## config.mk

```make
export PLATFORM = sky130hd
export DESIGN_NAME = multi_slot_timer_bank_unit_flat
export DESIGN_NICKNAME = d
export VERILOG_FILES = /design/src/hdl/mstb_pkg.sv /design/src/hdl/mstb_if.sv /design/src/hdl/mstb_datapath.sv /design/src/hdl/mstb_ctrl.sv /design/src/hdl/multi_slot_timer_bank_unit.sv /design/src/flat_wrapper.sv
export SDC_FILE = /design/constraint.sdc
export NUM_CORES = 2
export LEC_CHECK = 0
export ABC_CLOCK_PERIOD_IN_PS = 11000
export CORE_ASPECT_RATIO = 0.7
export CORE_MARGIN = 3
export CORE_UTILIZATION = 25
export CTS_BUF_LIST = sky130_fd_sc_hd__clkbuf_16
export DETAILED_ROUTE_END_ITERATION = 7
export DONT_BUFFER_PORTS = 1
export PLACE_DENSITY = 0.38
export SYNTH_ARGS = -nofsm -noshare
export SYNTH_HDL_FRONTEND = slang
export SYNTH_SLANG_ARGS = --single-unit
```

## constraint.sdc

```tcl
create_clock -name clk -period 11 [get_ports clk]
set_input_delay 0 -clock clk [delete_from_list [all_inputs] [get_ports clk]]
set_output_delay 0 -clock clk [all_outputs]
set_load 0.02 [all_outputs]
```

## src/hdl/mstb_pkg.sv

```systemverilog
// shared constants, codes and types for the timer bank
package mstb_pkg;

  localparam int SLOTS  = 16;
  localparam int SLOT_W = (SLOTS > 1) ? $clog2(SLOTS) : 1;
  localparam int CNT_W  = $clog2(SLOTS + 1);
  localparam int DUR_W  = 24;
  localparam int ID_W   = 16;
  localparam int KIND_W = 2;

  localparam logic [DUR_W-1:0] ELAPSED_MAX = {DUR_W{1'b1}};

  localparam logic FUNC_ADD  = 1'b0;
  localparam logic FUNC_TICK = 1'b1;

  localparam logic [KIND_W-1:0] EV_ADD_OK   = 2'd0;
  localparam logic [KIND_W-1:0] EV_ADD_FULL = 2'd1;
  localparam logic [KIND_W-1:0] EV_FIRE     = 2'd2;

  typedef struct packed {
    logic [ID_W-1:0]  id;
    logic [DUR_W-1:0] duration;
    logic [DUR_W-1:0] elapsed;
    logic             periodic;
  } slot_t;

  // controller to datapath
  typedef struct packed {
    logic load;   // latch the incoming item, clear scan indexes
    logic add;    // perform the add and emit its result
    logic rd;     // read the slot memory
    logic step;   // retire the slot under evaluation
    logic flush;  // end of tick: commit count, emit held fire
  } mstb_cmd_t;

  // datapath to controller
  typedef struct packed {
    logic is_tick;
    logic empty;
    logic fire;
    logic last_entry;
    logic held_valid;
    logic out_free;
  } mstb_stat_t;

endpackage

```

## src/hdl/mstb_if.sv

```systemverilog
// handshake channels for input items and result items
interface mstb_in_if import mstb_pkg::*; ();
  logic             valid;
  logic             ready;
  logic             func;
  logic [DUR_W-1:0] duration_ticks;
  logic             periodic;

  modport source (output valid, output func, output duration_ticks, output periodic,
                  input ready);
  modport sink (input valid, input func, input duration_ticks, input periodic,
                output ready);
endinterface

interface mstb_out_if import mstb_pkg::*; ();
  logic              valid;
  logic              ready;
  logic [KIND_W-1:0] event_kind;
  logic [ID_W-1:0]   timer_id;
  logic              last_result;

  modport source (output valid, output event_kind, output timer_id, output last_result,
                  input ready);
  modport sink (input valid, input event_kind, input timer_id, input last_result,
                output ready);
endinterface

```

## src/hdl/mstb_datapath.sv

```systemverilog
// slot memory, scan indexes, held fire and output register of the timer bank
module mstb_datapath import mstb_pkg::*; (
  input  logic             clk,
  input  logic             rst,
  input  mstb_cmd_t        cmd,
  output mstb_stat_t       stat,
  input  logic             in_func,
  input  logic [DUR_W-1:0] in_duration,
  input  logic             in_periodic,
  output logic             out_valid,
  input  logic             out_ready,
  output logic [KIND_W-1:0] out_kind,
  output logic [ID_W-1:0]  out_id,
  output logic             out_last
);

  slot_t mem [SLOTS];
  slot_t rd_data;

  logic             item_func;
  logic [DUR_W-1:0] item_duration;
  logic             item_periodic;

  logic [CNT_W-1:0] count;
  logic [CNT_W-1:0] rd_idx;
  logic [CNT_W-1:0] wr_idx;
  logic [ID_W-1:0]  next_id;
  logic [ID_W-1:0]  held_id;
  logic             held_valid;

  logic [CNT_W-1:0] rd_idx_inc;
  logic [DUR_W-1:0] elapsed_inc;
  logic             fire;
  logic             keep;
  logic             full;
  logic [ID_W-1:0]  new_id;
  logic             wr_en;
  logic [SLOT_W-1:0] wr_addr;
  slot_t            wr_data;
  logic [SLOT_W-1:0] rd_addr;
  logic             emit;
  logic [KIND_W-1:0] emit_kind;
  logic [ID_W-1:0]  emit_id;
  logic             emit_last;

  assign rd_idx_inc  = rd_idx + CNT_W'(1);
  assign elapsed_inc = (rd_data.elapsed == ELAPSED_MAX) ? rd_data.elapsed
                                                        : rd_data.elapsed + DUR_W'(1);
  assign fire        = elapsed_inc >= rd_data.duration;
  assign keep        = !fire || rd_data.periodic;
  assign full        = count == CNT_W'(SLOTS);
  assign new_id      = (next_id == {ID_W{1'b1}}) ? ID_W'(1) : next_id + ID_W'(1);

  assign stat.is_tick    = item_func == FUNC_TICK;
  assign stat.empty      = count == '0;
  assign stat.fire       = fire;
  assign stat.last_entry = rd_idx_inc == count;
  assign stat.held_valid = held_valid;
  assign stat.out_free   = !out_valid || out_ready;

  // one write port: add appends at count, a scan step compacts at wr_idx
  always_comb begin
    wr_en   = 1'b0;
    wr_addr = wr_idx[SLOT_W-1:0];
    wr_data = '{id: rd_data.id, duration: rd_data.duration,
                elapsed: fire ? '0 : elapsed_inc, periodic: rd_data.periodic};
    if (cmd.add && !full) begin
      wr_en   = 1'b1;
      wr_addr = count[SLOT_W-1:0];
      wr_data = '{id: new_id, duration: item_duration,
                  elapsed: item_periodic ? ELAPSED_MAX : '0, periodic: item_periodic};
    end else if (cmd.step && keep) begin
      wr_en = 1'b1;
    end
  end

  assign rd_addr = cmd.step ? rd_idx_inc[SLOT_W-1:0] : rd_idx[SLOT_W-1:0];

  always_ff @(posedge clk) begin
    if (wr_en) begin
      mem[wr_addr] <= wr_data;
    end
    if (cmd.rd) begin
      rd_data <= mem[rd_addr];
    end
  end

  // result selection
  always_comb begin
    emit      = 1'b0;
    emit_kind = EV_FIRE;
    emit_id   = held_id;
    emit_last = 1'b0;
    if (cmd.add) begin
      emit      = 1'b1;
      emit_kind = full ? EV_ADD_FULL : EV_ADD_OK;
      emit_id   = full ? '0 : new_id;
      emit_last = 1'b1;
    end else if (cmd.step && fire && held_valid) begin
      emit = 1'b1;
    end else if (cmd.flush && held_valid) begin
      emit      = 1'b1;
      emit_last = 1'b1;
    end
  end

  always_ff @(posedge clk) begin
    if (cmd.load) begin
      item_func     <= in_func;
      item_duration <= in_duration;
      item_periodic <= in_periodic;
    end
    if (cmd.step && fire) begin
      held_id <= rd_data.id;
    end
    if (emit) begin
      out_kind <= emit_kind;
      out_id   <= emit_id;
      out_last <= emit_last;
    end
  end

  always_ff @(posedge clk) begin
    if (rst) begin
      count      <= '0;
      next_id    <= '0;
      rd_idx     <= '0;
      wr_idx     <= '0;
      held_valid <= 1'b0;
      out_valid  <= 1'b0;
    end else begin
      if (cmd.load) begin
        rd_idx     <= '0;
        wr_idx     <= '0;
        held_valid <= 1'b0;
      end
      if (cmd.add && !full) begin
        count   <= count + CNT_W'(1);
        next_id <= new_id;
      end
      if (cmd.step) begin
        rd_idx <= rd_idx_inc;
        if (keep) begin
          wr_idx <= wr_idx + CNT_W'(1);
        end
        if (fire) begin
          held_valid <= 1'b1;
        end
      end
      if (cmd.flush) begin
        count      <= wr_idx;
        held_valid <= 1'b0;
      end
      if (emit) begin
        out_valid <= 1'b1;
      end else if (out_ready) begin
        out_valid <= 1'b0;
      end
    end
  end

endmodule

```

## src/hdl/mstb_ctrl.sv

```systemverilog
// sequencing state machine of the timer bank
module mstb_ctrl import mstb_pkg::*; (
  input  logic       clk,
  input  logic       rst,
  input  logic       in_valid,
  output logic       in_ready,
  input  mstb_stat_t stat,
  output mstb_cmd_t  cmd
);

  typedef enum logic [5:0] {
    S_IDLE   = 6'b000001,
    S_DECODE = 6'b000010,
    S_ADD    = 6'b000100,
    S_READ   = 6'b001000,
    S_EVAL   = 6'b010000,
    S_FLUSH  = 6'b100000
  } state_t;

  state_t state;
  state_t state_next;
  logic   advance;

  assign in_ready = state == S_IDLE;
  // a new fire can only be held once the previous one has left
  assign advance  = !(stat.fire && stat.held_valid && !stat.out_free);

  always_comb begin
    state_next = state;
    cmd        = '0;
    case (state)
      S_IDLE: begin
        if (in_valid) begin
          cmd.load   = 1'b1;
          state_next = S_DECODE;
        end
      end
      S_DECODE: begin
        if (!stat.is_tick) begin
          state_next = S_ADD;
        end else if (stat.empty) begin
          state_next = S_FLUSH;
        end else begin
          state_next = S_READ;
        end
      end
      S_ADD: begin
        if (stat.out_free) begin
          cmd.add    = 1'b1;
          state_next = S_IDLE;
        end
      end
      S_READ: begin
        cmd.rd     = 1'b1;
        state_next = S_EVAL;
      end
      S_EVAL: begin
        if (advance) begin
          cmd.step = 1'b1;
          cmd.rd   = !stat.last_entry;
          if (stat.last_entry) begin
            state_next = S_FLUSH;
          end
        end
      end
      S_FLUSH: begin
        if (!stat.held_valid || stat.out_free) begin
          cmd.flush  = 1'b1;
          state_next = S_IDLE;
        end
      end
      default: begin
        state_next = S_IDLE;
      end
    endcase
  end

  always_ff @(posedge clk) begin
    if (rst) begin
      state <= S_IDLE;
    end else begin
      state <= state_next;
    end
  end

endmodule

```

## src/hdl/multi_slot_timer_bank_unit.sv

```systemverilog
// top level of the multi-slot timer bank
//
//  channel  dir  beat contents
//  -------  ---  ------------------------------------------------
//  item     in   func, duration_ticks, periodic
//  result   out  event_kind, timer_id, last_result
//
// an add goes through accept, decode and write, the write waiting on a free
// output register; a tick scans the occupied slots one slot per cycle when not
// stalled, through the 1R1W slot memory (read, evaluate, compact write-back)
// a fire is held one step so the final fire of a tick can carry last_result;
// the held fire leaves through the output register, and the scan stalls only
// when a second fire is found while that register is still full
// synchronous reset clears the slot count, the id counter and all control;
// the slot memory itself is not cleared, only occupied entries are ever read
module multi_slot_timer_bank_unit import mstb_pkg::*; (
  input logic       clk,
  input logic       rst,
  mstb_in_if.sink   item,
  mstb_out_if.source result
);

  mstb_cmd_t  cmd;
  mstb_stat_t stat;

  // controller: accepts an item only when idle, then sequences add or scan
  mstb_ctrl u_ctrl (
    .clk      (clk),
    .rst      (rst),
    .in_valid (item.valid),
    .in_ready (item.ready),
    .stat     (stat),
    .cmd      (cmd)
  );

  // datapath: slot memory, indexes, held fire, registered result beat
  mstb_datapath u_datapath (
    .clk         (clk),
    .rst         (rst),
    .cmd         (cmd),
    .stat        (stat),
    .in_func     (item.func),
    .in_duration (item.duration_ticks),
    .in_periodic (item.periodic),
    .out_valid   (result.valid),
    .out_ready   (result.ready),
    .out_kind    (result.event_kind),
    .out_id      (result.timer_id),
    .out_last    (result.last_result)
  );

endmodule
```

## src/flat_wrapper.sv

```systemverilog
// flat-port wrapper written by rule: the top's interface ports become plain ports
module multi_slot_timer_bank_unit_flat import mstb_pkg::*;
  (clk, rst, item_valid, item_func, item_duration_ticks, item_periodic, item_ready, result_valid, result_event_kind, result_timer_id, result_last_result, result_ready);
  mstb_in_if item_i ();
  mstb_out_if result_i ();
  input logic clk;
  input logic rst;
  input wire logic [$bits(item_i.valid)-1:0] item_valid;
  input wire logic [$bits(item_i.func)-1:0] item_func;
  input wire logic [$bits(item_i.duration_ticks)-1:0] item_duration_ticks;
  input wire logic [$bits(item_i.periodic)-1:0] item_periodic;
  output wire logic [$bits(item_i.ready)-1:0] item_ready;
  output wire logic [$bits(result_i.valid)-1:0] result_valid;
  output wire logic [$bits(result_i.event_kind)-1:0] result_event_kind;
  output wire logic [$bits(result_i.timer_id)-1:0] result_timer_id;
  output wire logic [$bits(result_i.last_result)-1:0] result_last_result;
  input wire logic [$bits(result_i.ready)-1:0] result_ready;
  assign item_i.valid = item_valid;
  assign item_i.func = item_func;
  assign item_i.duration_ticks = item_duration_ticks;
  assign item_i.periodic = item_periodic;
  assign item_ready = item_i.ready;
  assign result_valid = result_i.valid;
  assign result_event_kind = result_i.event_kind;
  assign result_timer_id = result_i.timer_id;
  assign result_last_result = result_i.last_result;
  assign result_i.ready = result_ready;
  multi_slot_timer_bank_unit u_core (.clk(clk), .rst(rst), .item(item_i), .result(result_i));
endmodule
```

### After elaboration in Yosys (flattened, before gate mapping)

Memory sizes are Yosys's and may differ from the RTL's. A register that Yosys moved wholly into a read port is not among the register bits.
Index checks and enable logic that the tools add are counted.

| cells by class | value |
|---|---|
| muxes and demuxes | 47 |
| $lt $le $gt $ge | 1 |
| equality and inequality tests | 15 |
| reduce and logical (&&, ||, !) cells | 22 |
| add/sub/neg operators | 5 |

Operator list:

| kind | number |
|---|---|
| 2-to-1 mux 24 bit | 3 |
| 2-to-1 mux 65 bit | 1 |
| 2-to-1 mux 16 bit | 3 |
| 2-to-1 mux 6 bit | 7 |
| case mux 6 bit (6 select lines) | 1 |
| 2-to-1 mux 5 bit | 7 |
| adder 24 x 1 -> 24 bit (second input constant) | 1 |
| == test 24 bit (second input constant) | 1 |
| greater-or-equal comparator 24 bit | 1 |
| 2-to-1 mux 1 bit | 21 |
| adder 16 x 1 -> 16 bit (second input constant) | 1 |
| == test 16 bit (second input constant) | 1 |
| adder 5 x 1 -> 5 bit (second input constant) | 3 |
| inequality test 2 bit (second input constant) | 5 |
| 2-to-1 mux 4 bit | 2 |
| logical AND 1 bit | 7 |
| == test 6 x 1 -> 1 bit (second input constant) | 1 |
| == test 6 x 2 -> 1 bit (second input constant) | 1 |
| == test 6 x 3 -> 1 bit (second input constant) | 1 |
| == test 6 x 4 -> 1 bit (second input constant) | 1 |
| == test 6 x 5 -> 1 bit (second input constant) | 1 |
| == test 6 bit (second input constant) | 1 |
| zero test 1 bit | 6 |
| nonzero test 2 bit | 3 |
| 8 further kinds | 10 |

| storage, ports and cells | value |
|---|---|
| input port bits | 30 |
| RAM bits | 1,040 |
| output and inout bits | 21 |
| word-level logic and storage cells | 105 |
| memories | 1 |
| bits in registers | 100 |

Memories:

| memory | depth | bits a word | rd ports | clocked after Yosys merged registers in | wr ports | line | text |
|---|---|---|---|---|---|---|---|
| u_core.u_datapath.mem | 16 | 65 | 1 | 1 | 1 | mstb_datapath.sv:17 | `slot_t mem [SLOTS];` |

### Longest topological paths before layout

| depth | value |
|---|---|
| depth after elaboration | 12 |
| gate-level depth with buffers | 26 |
| mapped depth without buffers | 22 |

### By module

A second synthesis with hierarchy kept.

| unflattened totals | value |
|---|---|
| cells, all modules | 2,201 |
| area total of the unflattened synthesis | 47,195.3 um^2 |

By module, submodules not included:

| module | instances | sequential area each (um^2) | area each (um^2) | cells each |
|---|---|---|---|---|
| mstb_datapath | 1 | 35,674.2 | 46,761.1 | 2,154 |
| mstb_ctrl | 1 | 120.1 | 434.2 | 47 |

### Least setup slack after synthesis

No wires, ideal clock.

| path | value |
|---|---|
| path kind | register to register |
| start | reg, netlist name u_core.u_datapath.rd_data[8] |
| end | reg, netlist name u_core.u_datapath.rd_data[0] |
| arrival time | 7,854 ps |
| clock period less this slack | 8,432 ps |
| slack | 2,568 ps |
| cell stages (with the launch flop) | 18 |
| path buffers | 2 |
| library setup time | 578 ps |
| path through | edfxtp_1 and4_1 nand4_1 nor3_1 nor2b_1 and2_1 clkbuf_1 nand3_1 xor2_1 inv_1 ha_1 nand4_2 nor2_1 a21oi_1 a31o_2 nand3_2 clkbuf_1 o21ai_0 |

### Final worst setup path

| path | value |
|---|---|
| start | reg, netlist name u_core.u_datapath.rd_data[11] |
| end | reg, netlist name u_core.u_datapath.rd_data[4] |

| between the ends | value |
|---|---|
| word-level cells in the longest chain between the ends | 8 |
| elaborated cells on any way between the ends | 10 |
| classes of those cells | add/sub (1); order compare (1); eq/ne (1); mux (5); reduce/logical (2) |

RTL lines:

| item | line | text |
|---|---|---|
| adder 24 x 1 -> 24 bit or == test 24 bit (tied branches) | mstb_datapath.sv:48, mstb_datapath.sv:47 |  |
| 2-to-1 mux 24 bit (*) | mstb_datapath.sv:47 | `assign elapsed_inc = (rd_data.elapsed == ELAPSED_MAX) ? rd_data.elapsed` |
| greater-or-equal comparator 24 bit (*) | mstb_datapath.sv:49 | `assign fire = elapsed_inc >= rd_data.duration;` |
| logical AND 1 bit (*) (2 in a row) | mstb_ctrl.sv:26 | `assign advance = !(stat.fire && stat.held_valid && !stat.out_free);` |
| 2-to-1 mux 2 bit (*) | mstb_ctrl.sv:58 | `if (advance) begin` |
| 2-to-1 mux 1 bit | mstb_ctrl.sv:31 | `case (state)` |
| 2-to-1 mux 4 bit | mstb_datapath.sv:77 | `assign rd_addr = cmd.step ? rd_idx_inc[SLOT_W-1:0] : rd_idx[SLOT_W-1:0];` |

Every way passes the cells marked *; elsewhere a longest branch is shown, timed or not.
A chain may end at the register's enable or synchronous reset.

==> flow_metrics.py <==
metrics = {
    "critical_path": {
        "worstPathArrival_ps": 8440,
        "worst-path-max-fanout": 91,
        "cp-end-kind": "register",
        "critPathKind": "register to register",
        "worstPathRequired_ps": 11480,
        "cp-start-kind": "register",
        "reg2reg_slack_ps": 3040,
    },
    "global_routing": {
        "grt-ovfl-total": 0,
        "grt_pass1_vias": 26144,
        "grt_max_degree": 124,
        "antenna_found_initial": 7,
        "grt_pass1_wl_um": 203000,
        "grtUsageTotal": 0.146,
    },
    "cts": {
        "cts_max_level": 3,
        "cts_tree": "yes",
        "cts_setup_buffers": 0,
        "clock-sinks": 1205,
        "cts_buffers": 120,
        "clk_path_buf_depth": 3,
        "cts_root_buf": "clkbuf_16",
        "insertion_delay_ps": 770,
        "clk_pin_slew_ps": 60,
    },
    "floorplanning": {
        "fp.dieH_um": 371,
        "die-area_sq_um": 195000,
        "die_w_um": 527,
        "coreArea_sq_um": 188000,
        "rows": 133,
        "pin_count": 51,
        "start_util": 0.252,
    },
    "cells_and_area": {
        "nNetsFinal": 2811,
        "layout-drive-gt1-share": 0.186,
        "fin_util": 0.293,
        "final_cells": 5352,
        "syn_to_final_growth_pct": 16.3,
        "fillers": 18568,
        "final_area_sq_um": 55300,
    },
    "synth": {
        "syn_area_per_cell_sq_um": 18.1,
        "synthTopCellsByArea": "edfxtp_1 (74%), mux4_2 (9.1%), dfxtp_1 (1.6%)",
        "yosys_warnings": 0,
        "syn-num-nets": 2688,
        "yosysSeqAreaShare": 0.753,
        "syn_inst": 2627,
        "synth_edf_count": 1166,
        "synth_top_area_frac": 0.737,
        "synth.distinct_cells": 65,
        "synth_area_leader_cell": "edfxtp_1",
        "synth_most_common_cell": "edfxtp_1",
        "ys.flop_type": "edfxtp_1",
        "synth_async_sr_flop_share": 0,
        "synth.ff_latch_count": 1205,
        "synthTopCellsByCount": "edfxtp_1 (1166), mux4_2 (193), nand2_1 (155)",
        "syn_area_sq_um": 47500,
    },
    "placement": {
        "dp_cells": 5066,
        "gp_congestion": 0.766,
        "placed_area_sq_um": 50900,
        "dp_hpwl_um": 73600,
        "portBuffers": 0,
    },
    "timing": {
        "setup_violations": 0,
        "tns_ps": 0,
        "final_hold_viol_count": 0,
        "slew_headroom": 0.212,
        "rsz0062_at_grt": "false",
        "period_needed_ps": 7960,
        "fmax_ghz": 0.126,
        "skew_ps": 52.9,
        "period_share": 0.723,
        "worst_slew_pin_slew_ps": 1180,
        "final_max_slew_viol_count": 0,
    },
    "detailed_routing": {
        "drc": 0,
        "ant_nets": 0,
        "firstDrtPassIters": 6,
        "drt_iter0_markers": 2353,
        "num_vias": 25414,
        "wl_per_cell_um": 26.9,
        "viasPerCell": 4.75,
        "drt_wl_total_um": 144000,
    },
    "power": {
        "vdd_ir_drop_max_mv": 0.140,
        "power_density_nw_per_um2": 164,
        "finalPower_mw": 9.05,
        "leakage_nw": 17.6,
    },
    "min_path": {
        "hold_class": "input port to register",
    },
    "run": {
        "maxCapViolations": 0,
    },
    "status": {
        "status": "finished clean",
    },
}
## layout make-up
| type | count | area, sq um | area share |
|---|---|---|---|
| Sequential cell | 1205 | 35800 | 0.648 |
| Multi-Input combinational cell | 1216 | 11000 | 0.199 |
| Tap cell | 2497 | 3120 | 0.0565 |
| Clock buffer | 120 | 3000 | 0.0543 |
| Timing Repair Buffer | 150 | 1360 | 0.0245 |
| Clock inverter | 106 | 768 | 0.0139 |
| Inverter | 57 | 214 | 0.00387 |
| Antenna cell | 1 | 2.50 | 0.0000453 |
## final timing paths
| check | end | from | cells after the start |
|---|---|---|---|
| min | u_core.u_datapath.next_id[6]$_SDFFE_PP0P_ | rst | 3 |
| min reg2reg | u_core.u_datapath.held_id[11]$_DFFE_PP_ | u_core.u_datapath.rd_data[60]$_DFFE_PP_ | 0 |
| max reg2reg | u_core.u_datapath.rd_data[4]$_DFFE_PP_ | u_core.u_datapath.rd_data[11]$_DFFE_PP_ | 21 |
| max | u_core.u_datapath.rd_data[4]$_DFFE_PP_ | u_core.u_datapath.rd_data[11]$_DFFE_PP_ | 21 |
## per-stage QoR
step	setup WS, ps	hold WS [ps]
3_5_place_dp	3000	89.1
3_3_place_gp	3190	87.6
6_report	3040	156
4_1_cts	2980	80.1
5_1_grt	2340	142
2_1_floorplan	2570	98.9
## kinds of logic after synthesis
| group | synth area share |
|---|---|
| AOI/OAI and AO/OA | 0.0623 |
| adders and majority gates | 0.00816 |
| and+or+nand+nor | 0.0550 |
| buffers and inverters | 0.0204 |
| xor gates and xnor gates | 0.00811 |
| DFF | 0.753 |
| muxes | 0.0928 |
## registers in the layout, summed over array words and instances (netlist names), 6 cells and up
signal and cells:
u_core.u_datapath.mem 1040, u_core.u_datapath.rd_data 65, u_core.u_datapath.item_duration 24, u_core.u_datapath.held_id 16, u_core.u_datapath.next_id 16, u_core.u_datapath.out_id 16
u_core.u_ctrl.state 6
## layer usage
| layer | track usage | share of wire |
|---|---|---|
| met5 | 0 | 0 |
| met4 | 0.0337 | 0.020 |
| met3 | 0.0297 | 0.057 |
| met2 | 0.224 | 0.45 |
| met1 | 0.211 | 0.47 |
## critical path, cell delays in order (launching register included)
cell and delay (ps):
edfxtp_1 440, and4_1 370, nand4_1 310, nor3_1 630, nor2_1 270, nand2_1 360
nor3_1 130, xnor2_1 220, inv_1 70, ha_1 320, nand4_1 180, nor4_2 420
and3_1 220, a21bo_2 260, nand3_2 300, inv_2 130, ha_4 740, buf_4 630
buf_12 590, mux4_2 580, a22oi_1 230, nand3_1 130
## what timing repair did
item                       4_1_cts  5_1_grt
setup endpoints to repair        0        0
gates resized for setup          0        0
hold endpoints to repair        69        0
hold buffers                    58        0
## power by group
| group | internal [mW] | switching (mW) |
|---|---|---|
| clock | 2.17 | 1.82 |
| combinational | 0.0252 | 0.0480 |
| sequential | 4.98 | 0.0104 |
| total | 7.18 | 1.87 |
## placed cells by master (no fill, tap or decap), drive strengths merged, types with 19 or more instances in the layout
master	count
clkinv	56
nor2	145
nand3	98
inv	97
dfxtp	39
nand2	156
mux4	193
and3	19
o21ai	69
o221ai	63
ha	31
xnor2	26
edfxtp	1166
a211o	63
dlygate4sd3	57
a22oi	68
a21oi	43
buf	93
nor3	82
clkbuf	120
a21o	30
Power figures use the tool's default switching activity.
